==> src/hdl/dfx_pkg.sv <==
// Package for the delimiter frame extractor: payload and entry types,
// configuration register map and the delimiter compare helpers.
// No dependencies.
package dfx_pkg;

    localparam int NUM_CHANNELS = 16;
    localparam int MAX_DELIM    = 7;
    localparam int CH_W         = 4;
    localparam int DELIM_W      = 8 * MAX_DELIM;
    localparam int APB_AW       = 6;
    localparam int APB_DW       = 64;

    typedef enum logic [0:0] {
        REQ_DATA  = 1'b0,
        REQ_CLOSE = 1'b1
    } t_req;

    typedef enum logic [2:0] {
        REG_FRAME_ENABLE  = 3'd0,
        REG_HEADER_BYTES  = 3'd1,
        REG_HEADER_LEN    = 3'd2,
        REG_TRAILER_BYTES = 3'd3,
        REG_TRAILER_LEN   = 3'd4
    } t_reg_idx;

    typedef struct packed {
        logic            req_type;
        logic [CH_W-1:0] channel;
        logic [7:0]      data_byte;
        logic            read_end;
    } t_in_item;

    typedef struct packed {
        logic [CH_W-1:0] out_channel;
        logic [7:0]      out_byte;
        logic            out_last;
    } t_out_item;

    typedef struct packed {
        logic               frame_enable;
        logic [DELIM_W-1:0] header_bytes;
        logic [2:0]         header_len;
        logic [DELIM_W-1:0] trailer_bytes;
        logic [2:0]         trailer_len;
    } t_cfg;

    // Per-channel state word. Only the newest seven bytes of history are
    // kept, which is all that matching and the delayed payload need.
    typedef struct packed {
        logic               in_frame;
        logic [DELIM_W-1:0] hist;
        logic [3:0]         cnt;
    } t_entry;

    typedef struct packed {
        logic      wr_en;
        t_entry    wr_data;
        logic      res_valid;
        t_out_item res;
    } t_upd;

    function automatic logic [2:0] eff_len(input logic [2:0] len);
        logic [2:0] r;
        r = len;
        if (len == 3'd0) begin
            r = 3'd1;
        end else if (32'(len) > MAX_DELIM) begin
            r = 3'(MAX_DELIM);
        end
        return r;
    endfunction

    // The newest len bytes of h (newest in bits 7:0) equal the first len
    // bytes of the delimiter, oldest history byte against delimiter byte 0.
    function automatic logic delim_match(input logic [DELIM_W-1:0] h,
                                         input logic [DELIM_W-1:0] d,
                                         input logic [2:0]         len);
        logic       m;
        logic [2:0] pos;
        m = 1'b1;
        for (int i = 0; i < MAX_DELIM; i++) begin
            pos = len - 3'd1 - 3'(i);
            if ((3'(i) < len) && (h[8*pos +: 8] != d[8*i +: 8])) begin
                m = 1'b0;
            end
        end
        return m;
    endfunction

endpackage

==> src/hdl/dfx_cfg_regs.sv <==
// Configuration register file behind an APB-style port.
// Depends on dfx_pkg for the register map and the t_cfg struct.
module dfx_cfg_regs (
    input  logic                       i_clk,
    input  logic                       i_rst_n,
    input  logic                       psel,
    input  logic                       penable,
    input  logic                       pwrite,
    input  logic [dfx_pkg::APB_AW-1:0] paddr,
    input  logic [dfx_pkg::APB_DW-1:0] pwdata,
    output logic [dfx_pkg::APB_DW-1:0] prdata,
    output logic                       pready,
    output dfx_pkg::t_cfg              o_cfg
);
    import dfx_pkg::*;

    t_cfg     r_cfg;
    t_reg_idx idx;
    logic     wr;

    assign idx    = t_reg_idx'(paddr[APB_AW-1:3]);
    assign wr     = psel && penable && pwrite;
    assign pready = 1'b1;
    assign o_cfg  = r_cfg;

    always_ff @(posedge i_clk) begin
        if (!i_rst_n) begin
            r_cfg.frame_enable  <= 1'b0;
            r_cfg.header_bytes  <= '0;
            r_cfg.header_len    <= 3'd1;
            r_cfg.trailer_bytes <= '0;
            r_cfg.trailer_len   <= 3'd1;
        end else if (wr) begin
            case (idx)
                REG_FRAME_ENABLE:  r_cfg.frame_enable  <= pwdata[0];
                REG_HEADER_BYTES:  r_cfg.header_bytes  <= pwdata[DELIM_W-1:0];
                REG_HEADER_LEN:    r_cfg.header_len    <= pwdata[2:0];
                REG_TRAILER_BYTES: r_cfg.trailer_bytes <= pwdata[DELIM_W-1:0];
                REG_TRAILER_LEN:   r_cfg.trailer_len   <= pwdata[2:0];
                default: ;
            endcase
        end
    end

    always_comb begin
        prdata = '0;
        case (idx)
            REG_FRAME_ENABLE:  prdata = APB_DW'(r_cfg.frame_enable);
            REG_HEADER_BYTES:  prdata = APB_DW'(r_cfg.header_bytes);
            REG_HEADER_LEN:    prdata = APB_DW'(r_cfg.header_len);
            REG_TRAILER_BYTES: prdata = APB_DW'(r_cfg.trailer_bytes);
            REG_TRAILER_LEN:   prdata = APB_DW'(r_cfg.trailer_len);
            default:           prdata = '0;
        endcase
    end

endmodule

==> src/hdl/dfx_state_ram.sv <==
// Per-channel state memory: one write port, one read port, registered read.
// Depends on dfx_pkg for the entry type and channel count.
module dfx_state_ram (
    input  logic                     i_clk,
    input  logic                     i_rd_en,
    input  logic [dfx_pkg::CH_W-1:0] i_rd_addr,
    output dfx_pkg::t_entry          o_rd_data,
    input  logic                     i_wr_en,
    input  logic [dfx_pkg::CH_W-1:0] i_wr_addr,
    input  dfx_pkg::t_entry          i_wr_data
);
    import dfx_pkg::*;

    t_entry r_mem [NUM_CHANNELS];
    t_entry r_rd_data;

    assign o_rd_data = r_rd_data;

    always_ff @(posedge i_clk) begin
        if (i_wr_en) begin
            r_mem[i_wr_addr] <= i_wr_data;
        end
        if (i_rd_en) begin
            r_rd_data <= r_mem[i_rd_addr];
        end
    end

endmodule

==> src/hdl/dfx_update.sv <==
// Read-modify-write logic for one item: delimiter matching, history shift,
// counter update and the delayed payload byte. Depends on dfx_pkg.
module dfx_update (
    input  dfx_pkg::t_cfg     i_cfg,
    input  dfx_pkg::t_in_item i_item,
    input  dfx_pkg::t_entry   i_entry,
    output dfx_pkg::t_upd     o_upd
);
    import dfx_pkg::*;

    logic [DELIM_W+7:0] h;
    logic [3:0]         cnt;
    logic [2:0]         hl;
    logic [2:0]         tl;
    logic               in_range;
    logic               hdr_hit;
    logic               done;
    logic               has_payload;

    assign in_range = (32'(i_item.channel) < NUM_CHANNELS);
    assign h        = {i_entry.hist, i_item.data_byte};
    assign cnt      = (i_entry.cnt == 4'hF) ? 4'hF : i_entry.cnt + 4'd1;
    assign hl       = eff_len(i_cfg.header_len);
    assign tl       = eff_len(i_cfg.trailer_len);
    assign hdr_hit  = (cnt >= {1'b0, hl})
                   && delim_match(h[DELIM_W-1:0], i_cfg.header_bytes, hl);
    assign done     = (cnt >= {1'b0, tl})
                   && delim_match(h[DELIM_W-1:0], i_cfg.trailer_bytes, tl);
    assign has_payload = (cnt > {1'b0, tl});

    always_comb begin
        o_upd                  = '0;
        o_upd.res.out_channel  = i_item.channel;
        o_upd.wr_data.in_frame = i_entry.in_frame;
        o_upd.wr_data.hist     = h[DELIM_W-1:0];
        o_upd.wr_data.cnt      = cnt;
        if (!in_range) begin
            o_upd.wr_en = 1'b0;
        end else if (i_item.req_type == REQ_CLOSE) begin
            o_upd.wr_en   = 1'b1;
            o_upd.wr_data = '0;
        end else if (!i_cfg.frame_enable) begin
            // Pass-through leaves the channel state alone.
            o_upd.res_valid    = 1'b1;
            o_upd.res.out_byte = i_item.data_byte;
            o_upd.res.out_last = i_item.read_end;
        end else if (!i_entry.in_frame) begin
            o_upd.wr_en = 1'b1;
            if (hdr_hit) begin
                o_upd.wr_data.in_frame = 1'b1;
                o_upd.wr_data.cnt      = 4'd0;
            end
        end else begin
            o_upd.wr_en = 1'b1;
            if (done) begin
                o_upd.wr_data.in_frame = 1'b0;
                o_upd.wr_data.cnt      = 4'd0;
            end
            o_upd.res_valid    = has_payload;
            o_upd.res.out_byte = h[8*tl +: 8];
            o_upd.res.out_last = done;
        end
    end

endmodule

==> src/hdl/delimiter_frame_extractor.sv <==
// Top level of the delimiter frame extractor: input stage, state memory with
// forwarding, update logic and output register. Depends on dfx_pkg,
// dfx_cfg_regs, dfx_state_ram and dfx_update.
//
// Usage. Bytes of up to sixteen interleaved channels arrive on the input
// channel (i_in_valid, o_in_stall, i_in_data); stripped payload bytes leave on
// the output channel (o_out_valid, i_out_stall, o_out_data). A transfer
// happens on a rising edge with valid high and stall low. A close request
// clears its channel's state and produces nothing.
// A result passes the update stage, then the output register. The block
// takes one transfer per cycle while the output is not stalled, set by the
// single read-modify-write of the state memory: the channel entry is read at
// transfer, modified and written back as its item leaves the update stage,
// the value just written being forwarded to a following same-channel item.
// When the receiver stalls, the output register holds its result and the
// item behind it waits in the update stage; o_in_stall rises only once both
// are occupied. Items that produce no result still wait behind a stalled
// output.
// Reset clears the configuration (framing off, delimiters zero, lengths one)
// and the per-channel valid flags, so every channel reads as cleared until
// it is first written; no clearing pass is needed.
// Configuration is written over the APB port while the block is idle.
module delimiter_frame_extractor (
    input  logic                       i_clk,
    input  logic                       i_rst_n,
    input  logic                       psel,
    input  logic                       penable,
    input  logic                       pwrite,
    input  logic [dfx_pkg::APB_AW-1:0] paddr,
    input  logic [dfx_pkg::APB_DW-1:0] pwdata,
    output logic [dfx_pkg::APB_DW-1:0] prdata,
    output logic                       pready,
    input  logic                       i_in_valid,
    output logic                       o_in_stall,
    input  dfx_pkg::t_in_item          i_in_data,
    output logic                       o_out_valid,
    input  logic                       i_out_stall,
    output dfx_pkg::t_out_item         o_out_data
);
    import dfx_pkg::*;

    t_cfg      cfg;
    t_entry    rd_data;
    t_entry    cur_entry;
    t_upd      upd;

    // Update stage.
    logic      r_s1_valid;
    t_in_item  r_s1_item;
    logic      r_s1_fwd;
    t_entry    r_s1_fwd_data;

    // Output register.
    logic      r_out_valid;
    t_out_item r_out;

    // Set once a channel's entry has been written since reset.
    logic [NUM_CHANNELS-1:0] r_ent_valid;

    logic      out_free;
    logic      s1_fire;
    logic      in_acc;
    logic      wr_en;
    logic      fwd_hit;

    dfx_cfg_regs u_cfg (
        .i_clk   (i_clk),
        .i_rst_n (i_rst_n),
        .psel    (psel),
        .penable (penable),
        .pwrite  (pwrite),
        .paddr   (paddr),
        .pwdata  (pwdata),
        .prdata  (prdata),
        .pready  (pready),
        .o_cfg   (cfg)
    );

    assign out_free   = !r_out_valid || !i_out_stall;
    assign s1_fire    = r_s1_valid && out_free;
    assign o_in_stall = r_s1_valid && !out_free;
    assign in_acc     = i_in_valid && !o_in_stall;
    assign wr_en      = s1_fire && upd.wr_en;

    // A write landing on the same edge as the read would be missed by the
    // memory, so its data is captured alongside the item instead.
    assign fwd_hit = wr_en && (r_s1_item.channel == i_in_data.channel);

    dfx_state_ram u_ram (
        .i_clk     (i_clk),
        .i_rd_en   (in_acc),
        .i_rd_addr (i_in_data.channel),
        .o_rd_data (rd_data),
        .i_wr_en   (wr_en),
        .i_wr_addr (r_s1_item.channel),
        .i_wr_data (upd.wr_data)
    );

    always_comb begin
        if (r_s1_fwd) begin
            cur_entry = r_s1_fwd_data;
        end else if (r_ent_valid[r_s1_item.channel]) begin
            cur_entry = rd_data;
        end else begin
            cur_entry = '0;
        end
    end

    dfx_update u_upd (
        .i_cfg   (cfg),
        .i_item  (r_s1_item),
        .i_entry (cur_entry),
        .o_upd   (upd)
    );

    always_ff @(posedge i_clk) begin
        if (!i_rst_n) begin
            r_s1_valid  <= 1'b0;
            r_out_valid <= 1'b0;
            r_ent_valid <= '0;
        end else begin
            if (in_acc) begin
                r_s1_valid <= 1'b1;
            end else if (s1_fire) begin
                r_s1_valid <= 1'b0;
            end
            if (out_free) begin
                r_out_valid <= s1_fire && upd.res_valid;
            end
            if (wr_en) begin
                r_ent_valid[r_s1_item.channel] <= 1'b1;
            end
        end
    end

    always_ff @(posedge i_clk) begin
        if (in_acc) begin
            r_s1_item     <= i_in_data;
            r_s1_fwd      <= fwd_hit;
            r_s1_fwd_data <= upd.wr_data;
        end
        if (s1_fire) begin
            r_out <= upd.res;
        end
    end

    assign o_out_valid = r_out_valid;
    assign o_out_data  = r_out;

    // The input is only held off while an item waits in the update stage.
    a_stall_needs_item : assert property (@(posedge i_clk) disable iff (!i_rst_n)
        o_in_stall |-> r_s1_valid)
        else $error("input stalled with empty update stage");

    // A close always writes back a cleared entry.
    a_close_clears : assert property (@(posedge i_clk) disable iff (!i_rst_n)
        (wr_en && r_s1_item.req_type == REQ_CLOSE) |-> (upd.wr_data == '0))
        else $error("close did not clear the channel entry");

    // The last byte of a frame leaves the channel hunting again.
    a_last_ends_frame : assert property (@(posedge i_clk) disable iff (!i_rst_n)
        (s1_fire && cfg.frame_enable && upd.res_valid && upd.res.out_last)
            |-> (wr_en && !upd.wr_data.in_frame))
        else $error("frame end did not clear in_frame");

endmodule

==> config.mk <==
export PLATFORM = sky130hd
export DESIGN_NAME = delimiter_frame_extractor
export DESIGN_NICKNAME = d
export VERILOG_FILES = /design/src/hdl/dfx_pkg.sv /design/src/hdl/dfx_cfg_regs.sv /design/src/hdl/dfx_state_ram.sv /design/src/hdl/dfx_update.sv /design/src/hdl/delimiter_frame_extractor.sv
export SDC_FILE = /design/constraint.sdc
export NUM_CORES = 2
export LEC_CHECK = 0
export ABC_CLOCK_PERIOD_IN_PS = 24200
export BUFFER_PORTS_ARGS = -buffer_cell sky130_fd_sc_hd__buf_2
export CORE_MARGIN = 2
export CORE_UTILIZATION = 50
export DETAILED_ROUTE_END_ITERATION = 6
export HOLD_SLACK_MARGIN = 0.08
export PLACE_DENSITY = 0.62
export SLEW_MARGIN = 30
export SYNTH_ARGS = -nofsm -noshare
export SYNTH_HDL_FRONTEND = slang
export SYNTH_HIERARCHICAL = 1
export SYNTH_SLANG_ARGS = --single-unit
==> constraint.sdc <==
create_clock -name i_clk -period 24.2 [get_ports i_clk]
set_input_delay 3.63 -clock i_clk [delete_from_list [all_inputs] [get_ports i_clk]]
set_output_delay 3.63 -clock i_clk [all_outputs]
set_load 0.005 [all_outputs]
==> results.txt <==
----------------------------------------------------
[Run status]
  Result of the run ... complete, no violations

[Timing]
  Fin crit share ... 37.5%
  Total Neg Setup Slack ... 0 ns
  Maximum clock skew at final layout ... 0.0596 ns
  Final number of max-transition violations ... 0
  Min setup slack post-route ... 15.12 ns
  RSZ-0062 raised after global routing ... false
  Least-Margin Pin Slew ... 1.12 ns
  Number of failing setup endpoints in the final timing report ... 0
  Highest clock rate ... 0.110 GHz
  Period minus WS final ... 9.08 ns
  Count of final hold-check violations ... 0
  Final worst hold slack ... 0.465 ns
  Worst-case headroom to the max-slew limit ... 25.3%

[Worst setup path]
  CP arrival ... 5.45 ns
  Most common cell type on the critical path ... sky130_fd_sc_hd__buf_2
  Critical Path End Type ... primary output
  Startpoint-to-endpoint class of the critical path ... in2out
  Cell-by-cell trace of the critical path ... buf_2, nor2b_1, nor2b_4, buf_4, a22o_1, buf_2
  Largest fanout on the critical path ... 53
  Startpoint type of the worst setup path ... primary input
  Worst reg-to-reg path cell count ... 16
  Req. time, crit path ... 20.57 ns
  Highest cell delay on the worst timing path ... 0.51 ns
  Critical-path cell with the highest stage delay ... sky130_fd_sc_hd__buf_4

[Clock network]
  Maximum clock insertion buffer count ... 3
  CTS tree ... built
  Number of instances resized during post-cts repair ... 0
  Worst-Skew Late Latency ... 0.76 ns
  CTS Hold Bufs ... 0
  H-tree depth ... 4
  Clock Root Buffer ... sky130_fd_sc_hd__clkbuf_16
  Number of buffers inserted by post-CTS setup repair ... 0
  Clock Sink Count ... 1,263
  Number of buffers created by CTS ... 133
  Clock-pin slew on the worst setup and hold paths ... 0.05 ns

[Layout]
  Final net count ... 3,993
  Total area of multi-input combinational cells ... 19,800 um^2
  Final non-filler cell total ... 5,513
  Area taken by flip-flops and latches ... 36,600 um^2
  Most common cell after layout, fill and taps aside ... sky130_fd_sc_hd__edfxtp_1
  Fin util ... 56.3%
  Finished layout cell area ... 64,400 um^2
  Filler instances ... 8,945
  Area delta synth->final ... 11.5%
  Highest-count cells in the layout ignoring fill and taps ... 1,126 x sky130_fd_sc_hd__edfxtp_1, 504 x sky130_fd_sc_hd__nand2_1, 275 x sky130_fd_sc_hd__mux4_2
  Layout cells sized above 1 ... 23.3%

[Synthesis]
  Area share of and/or/nand/nor cells after synthesis ... 6.82%
  Post-synthesis cell area ... 57,700 um^2
  Top cell type's share of synthesized area ... 58.6%
  Multiplexer share of the synthesized area ... 15.1%
  Combinational family with the most area after synthesis ... multiplexers
  Number of flip-flops and latches in the synthesized netlist ... 1,263
  Number of flops mapped to enable cells by yosys ... 1,126
  Post-synthesis area per instance ... 15.2 um^2
  Mapped Cells ... 3,804
  Primary FF master, synth ... sky130_fd_sc_hd__edfxtp_1
  Share of synthesized registers carrying an async set or reset ... 0%
  Leading post-synthesis cells by cell area ... sky130_fd_sc_hd__edfxtp_1 59%, sky130_fd_sc_hd__mux4_2 11%, sky130_fd_sc_hd__dfxtp_1 4.8%
  Most area-hungry cell type in the Yosys netlist ... sky130_fd_sc_hd__edfxtp_1
  Compound-Gate Fraction of Synth Area ... 8.60%
  Adder-cell area share of the yosys netlist ... 0.195%
  Proportion of synthesized chip area in sequential cells ... 63.3%
  Synth Warn # ... 6
  Unique cell type count in the Yosys netlist ... 99
  Area share of xor/xnor cells in the synthesized design ... 2.79%

[Detailed routing]
  Number of remaining DRC errors ... 0
  Pre-Repair DR Iteration Count ... 7
  Total length of routed wires ... 170,000 um
  Highest routed metal layer ... met5
  Antenna-violating nets left ... 0
  Met2 wirelength from detailed routing ... 78,600 um
  Via Count ... 35,600
  Amount of wire on met3 after detailed routing ... 14,900 um
  Vias per cell ... 6.46
  DR WL/cell ... 30.8 um
  Sum of routed wire segments on met1 ... 69,100 um
  Number of DRC markers in iteration 0 ... 4,234

[Global route]
  Largest net degree at the start of global routing ... 115
  GR Overflow Total ... 0
  Antenna violations before repair ... 4
  Global-route wire length before repair ... 244,000 um
  Total Routing Usage GR ... 28.7%
  Vias in the first global route ... 34,200

[Power]
  Final Total Pwr ... 4.77 mW
  Sw Pwr ... 1.13 mW
  Total power divided by cell area ... 74.2 nW/um^2
  Seq pwr share ... 50.7%
  Maximum vdd ir drop ... 0.0717 mV
  Clock share of power ... 41.2%
  Relative contribution of combinational cells to total power ... 8.1%
  Switching part of the total ... 23.7%
  Static leakage ... 21.6 nW
  Design internal power ... 3.64 mW

[Floorplan]
  Chip width ... 344 um
  Core Rows ... 124
  Core Footprint ... 114,000 um^2
  Initial cell density of the core ... 50.5%
  Die Y-Extent ... 344 um
  Total I/O pin count ... 171
  Die Area ... 118,000 um^2

[Min path]
  Min-delay worst type ... reg2reg
  Hold Path Stages ... 1

[Place]
  HPWL after detailed placement ... 98,400 um
  Area after detailed placement ... 59,900 um^2
  Routability Congestion ... 0.964
  # port buffers ... 150
  Place WS ... 15.14 ns
  Cell count after placement ... 5,265

[Job]
  Maximum Capacitance Violations ... 0

----------------------------------------------------
## final timing paths
kind	startpoint	end	slack [ns]
max	paddr[3]	prdata[39]	15.12
min	r_ent_valid[11]	r_ent_valid[11]	0.47
min reg2reg	r_ent_valid[11]	r_ent_valid[11]	0.47
max reg2reg	r_s1_item[12]	u_ram/r_mem[9][60]	17.04
## sequential cells by signal (all words and copies together), names as in the netlist
signal,flops
u_ram/o_rd_data,61
r_s1_fwd,1
u_cfg/o_cfg,119
r_ent_valid,16
r_s1_item,14
o_out_valid,1
u_ram/r_mem,976
r_s1_fwd_data,61
o_out_data,13
r_s1_valid,1
## synth_stat cells (13+ instances only)
cell type	number
sky130_fd_sc_hd__edfxtp_1	1126
sky130_fd_sc_hd__nand2_1	504
sky130_fd_sc_hd__mux4_2	275
sky130_fd_sc_hd__mux2i_1	221
sky130_fd_sc_hd__clkbuf_1	180
sky130_fd_sc_hd__a22oi_1	145
sky130_fd_sc_hd__dfxtp_1	137
sky130_fd_sc_hd__nor2_1	107
sky130_fd_sc_hd__xnor2_1	86
sky130_fd_sc_hd__xor2_1	86
sky130_fd_sc_hd__a21oi_1	83
sky130_fd_sc_hd__nor2b_1	74
sky130_fd_sc_hd__buf_2	68
sky130_fd_sc_hd__o221ai_2	60
sky130_fd_sc_hd__a22o_1	55
sky130_fd_sc_hd__o21ai_0	42
sky130_fd_sc_hd__buf_6	35
sky130_fd_sc_hd__buf_4	33
sky130_fd_sc_hd__nand3_1	28
sky130_fd_sc_hd__nor3_1	26
sky130_fd_sc_hd__mux2_2	25
sky130_fd_sc_hd__a211oi_1	24
sky130_fd_sc_hd__inv_1	24
sky130_fd_sc_hd__o22ai_1	23
sky130_fd_sc_hd__a221oi_1	21
sky130_fd_sc_hd__nand3b_1	21
sky130_fd_sc_hd__o21a_1	21
sky130_fd_sc_hd__nand4_1	18
sky130_fd_sc_hd__and2_1	14
sky130_fd_sc_hd__a31oi_1	13
sky130_fd_sc_hd__buf_1	13
sky130_fd_sc_hd__o211ai_1	13
## final cells by class
class / instances / area share (%)
Tap cell: 1512 / 2.94
Clock buffer: 175 / 5.48
Sequential cell: 1263 / 56.8
Inverter: 29 / 0.169
Antenna cell: 5 / 0.0194
Multi-Input combinational cell: 2189 / 30.7
Timing Repair Buffer: 277 / 2.85
Clock inverter: 63 / 1.05
## logic make-up after synthesis
logic type | after synthesis
and+or+nand+nor | 866
buffers and inverters | 359
adders and majority gates | 9
DFF | 1263
other | 2
AOI/OAI and AO/OA | 606
xor gates and xnor gates | 177
muxes | 522
## worst max-delay path, delay by kind of cell
kind / cells / cell delay (ns)
compound gates: 1 / 0.31
buf+inv: 3 / 0.90
simple gates: 2 / 0.55
## layer usage
layer  vias to the layer above  track usage, %
met2                      1827            44.4
met4                         2            12.3
met1                     18300            40.0
met3                       380            5.37
li1                      15100               -
met5                         -               0
## power groups by stage
stage          combinational, mW  sequential [mW]  clock [mW]
2_1_floorplan              0.245             2.46           0
3_3_place_gp               0.369             2.46           0
3_5_place_dp               0.373             2.47           0
4_1_cts                    0.374             2.42        2.00
5_1_grt                    0.405             2.42        2.09
6_report                   0.386             2.42        1.97
Note: power is estimated with default switching activity, not from simulation.
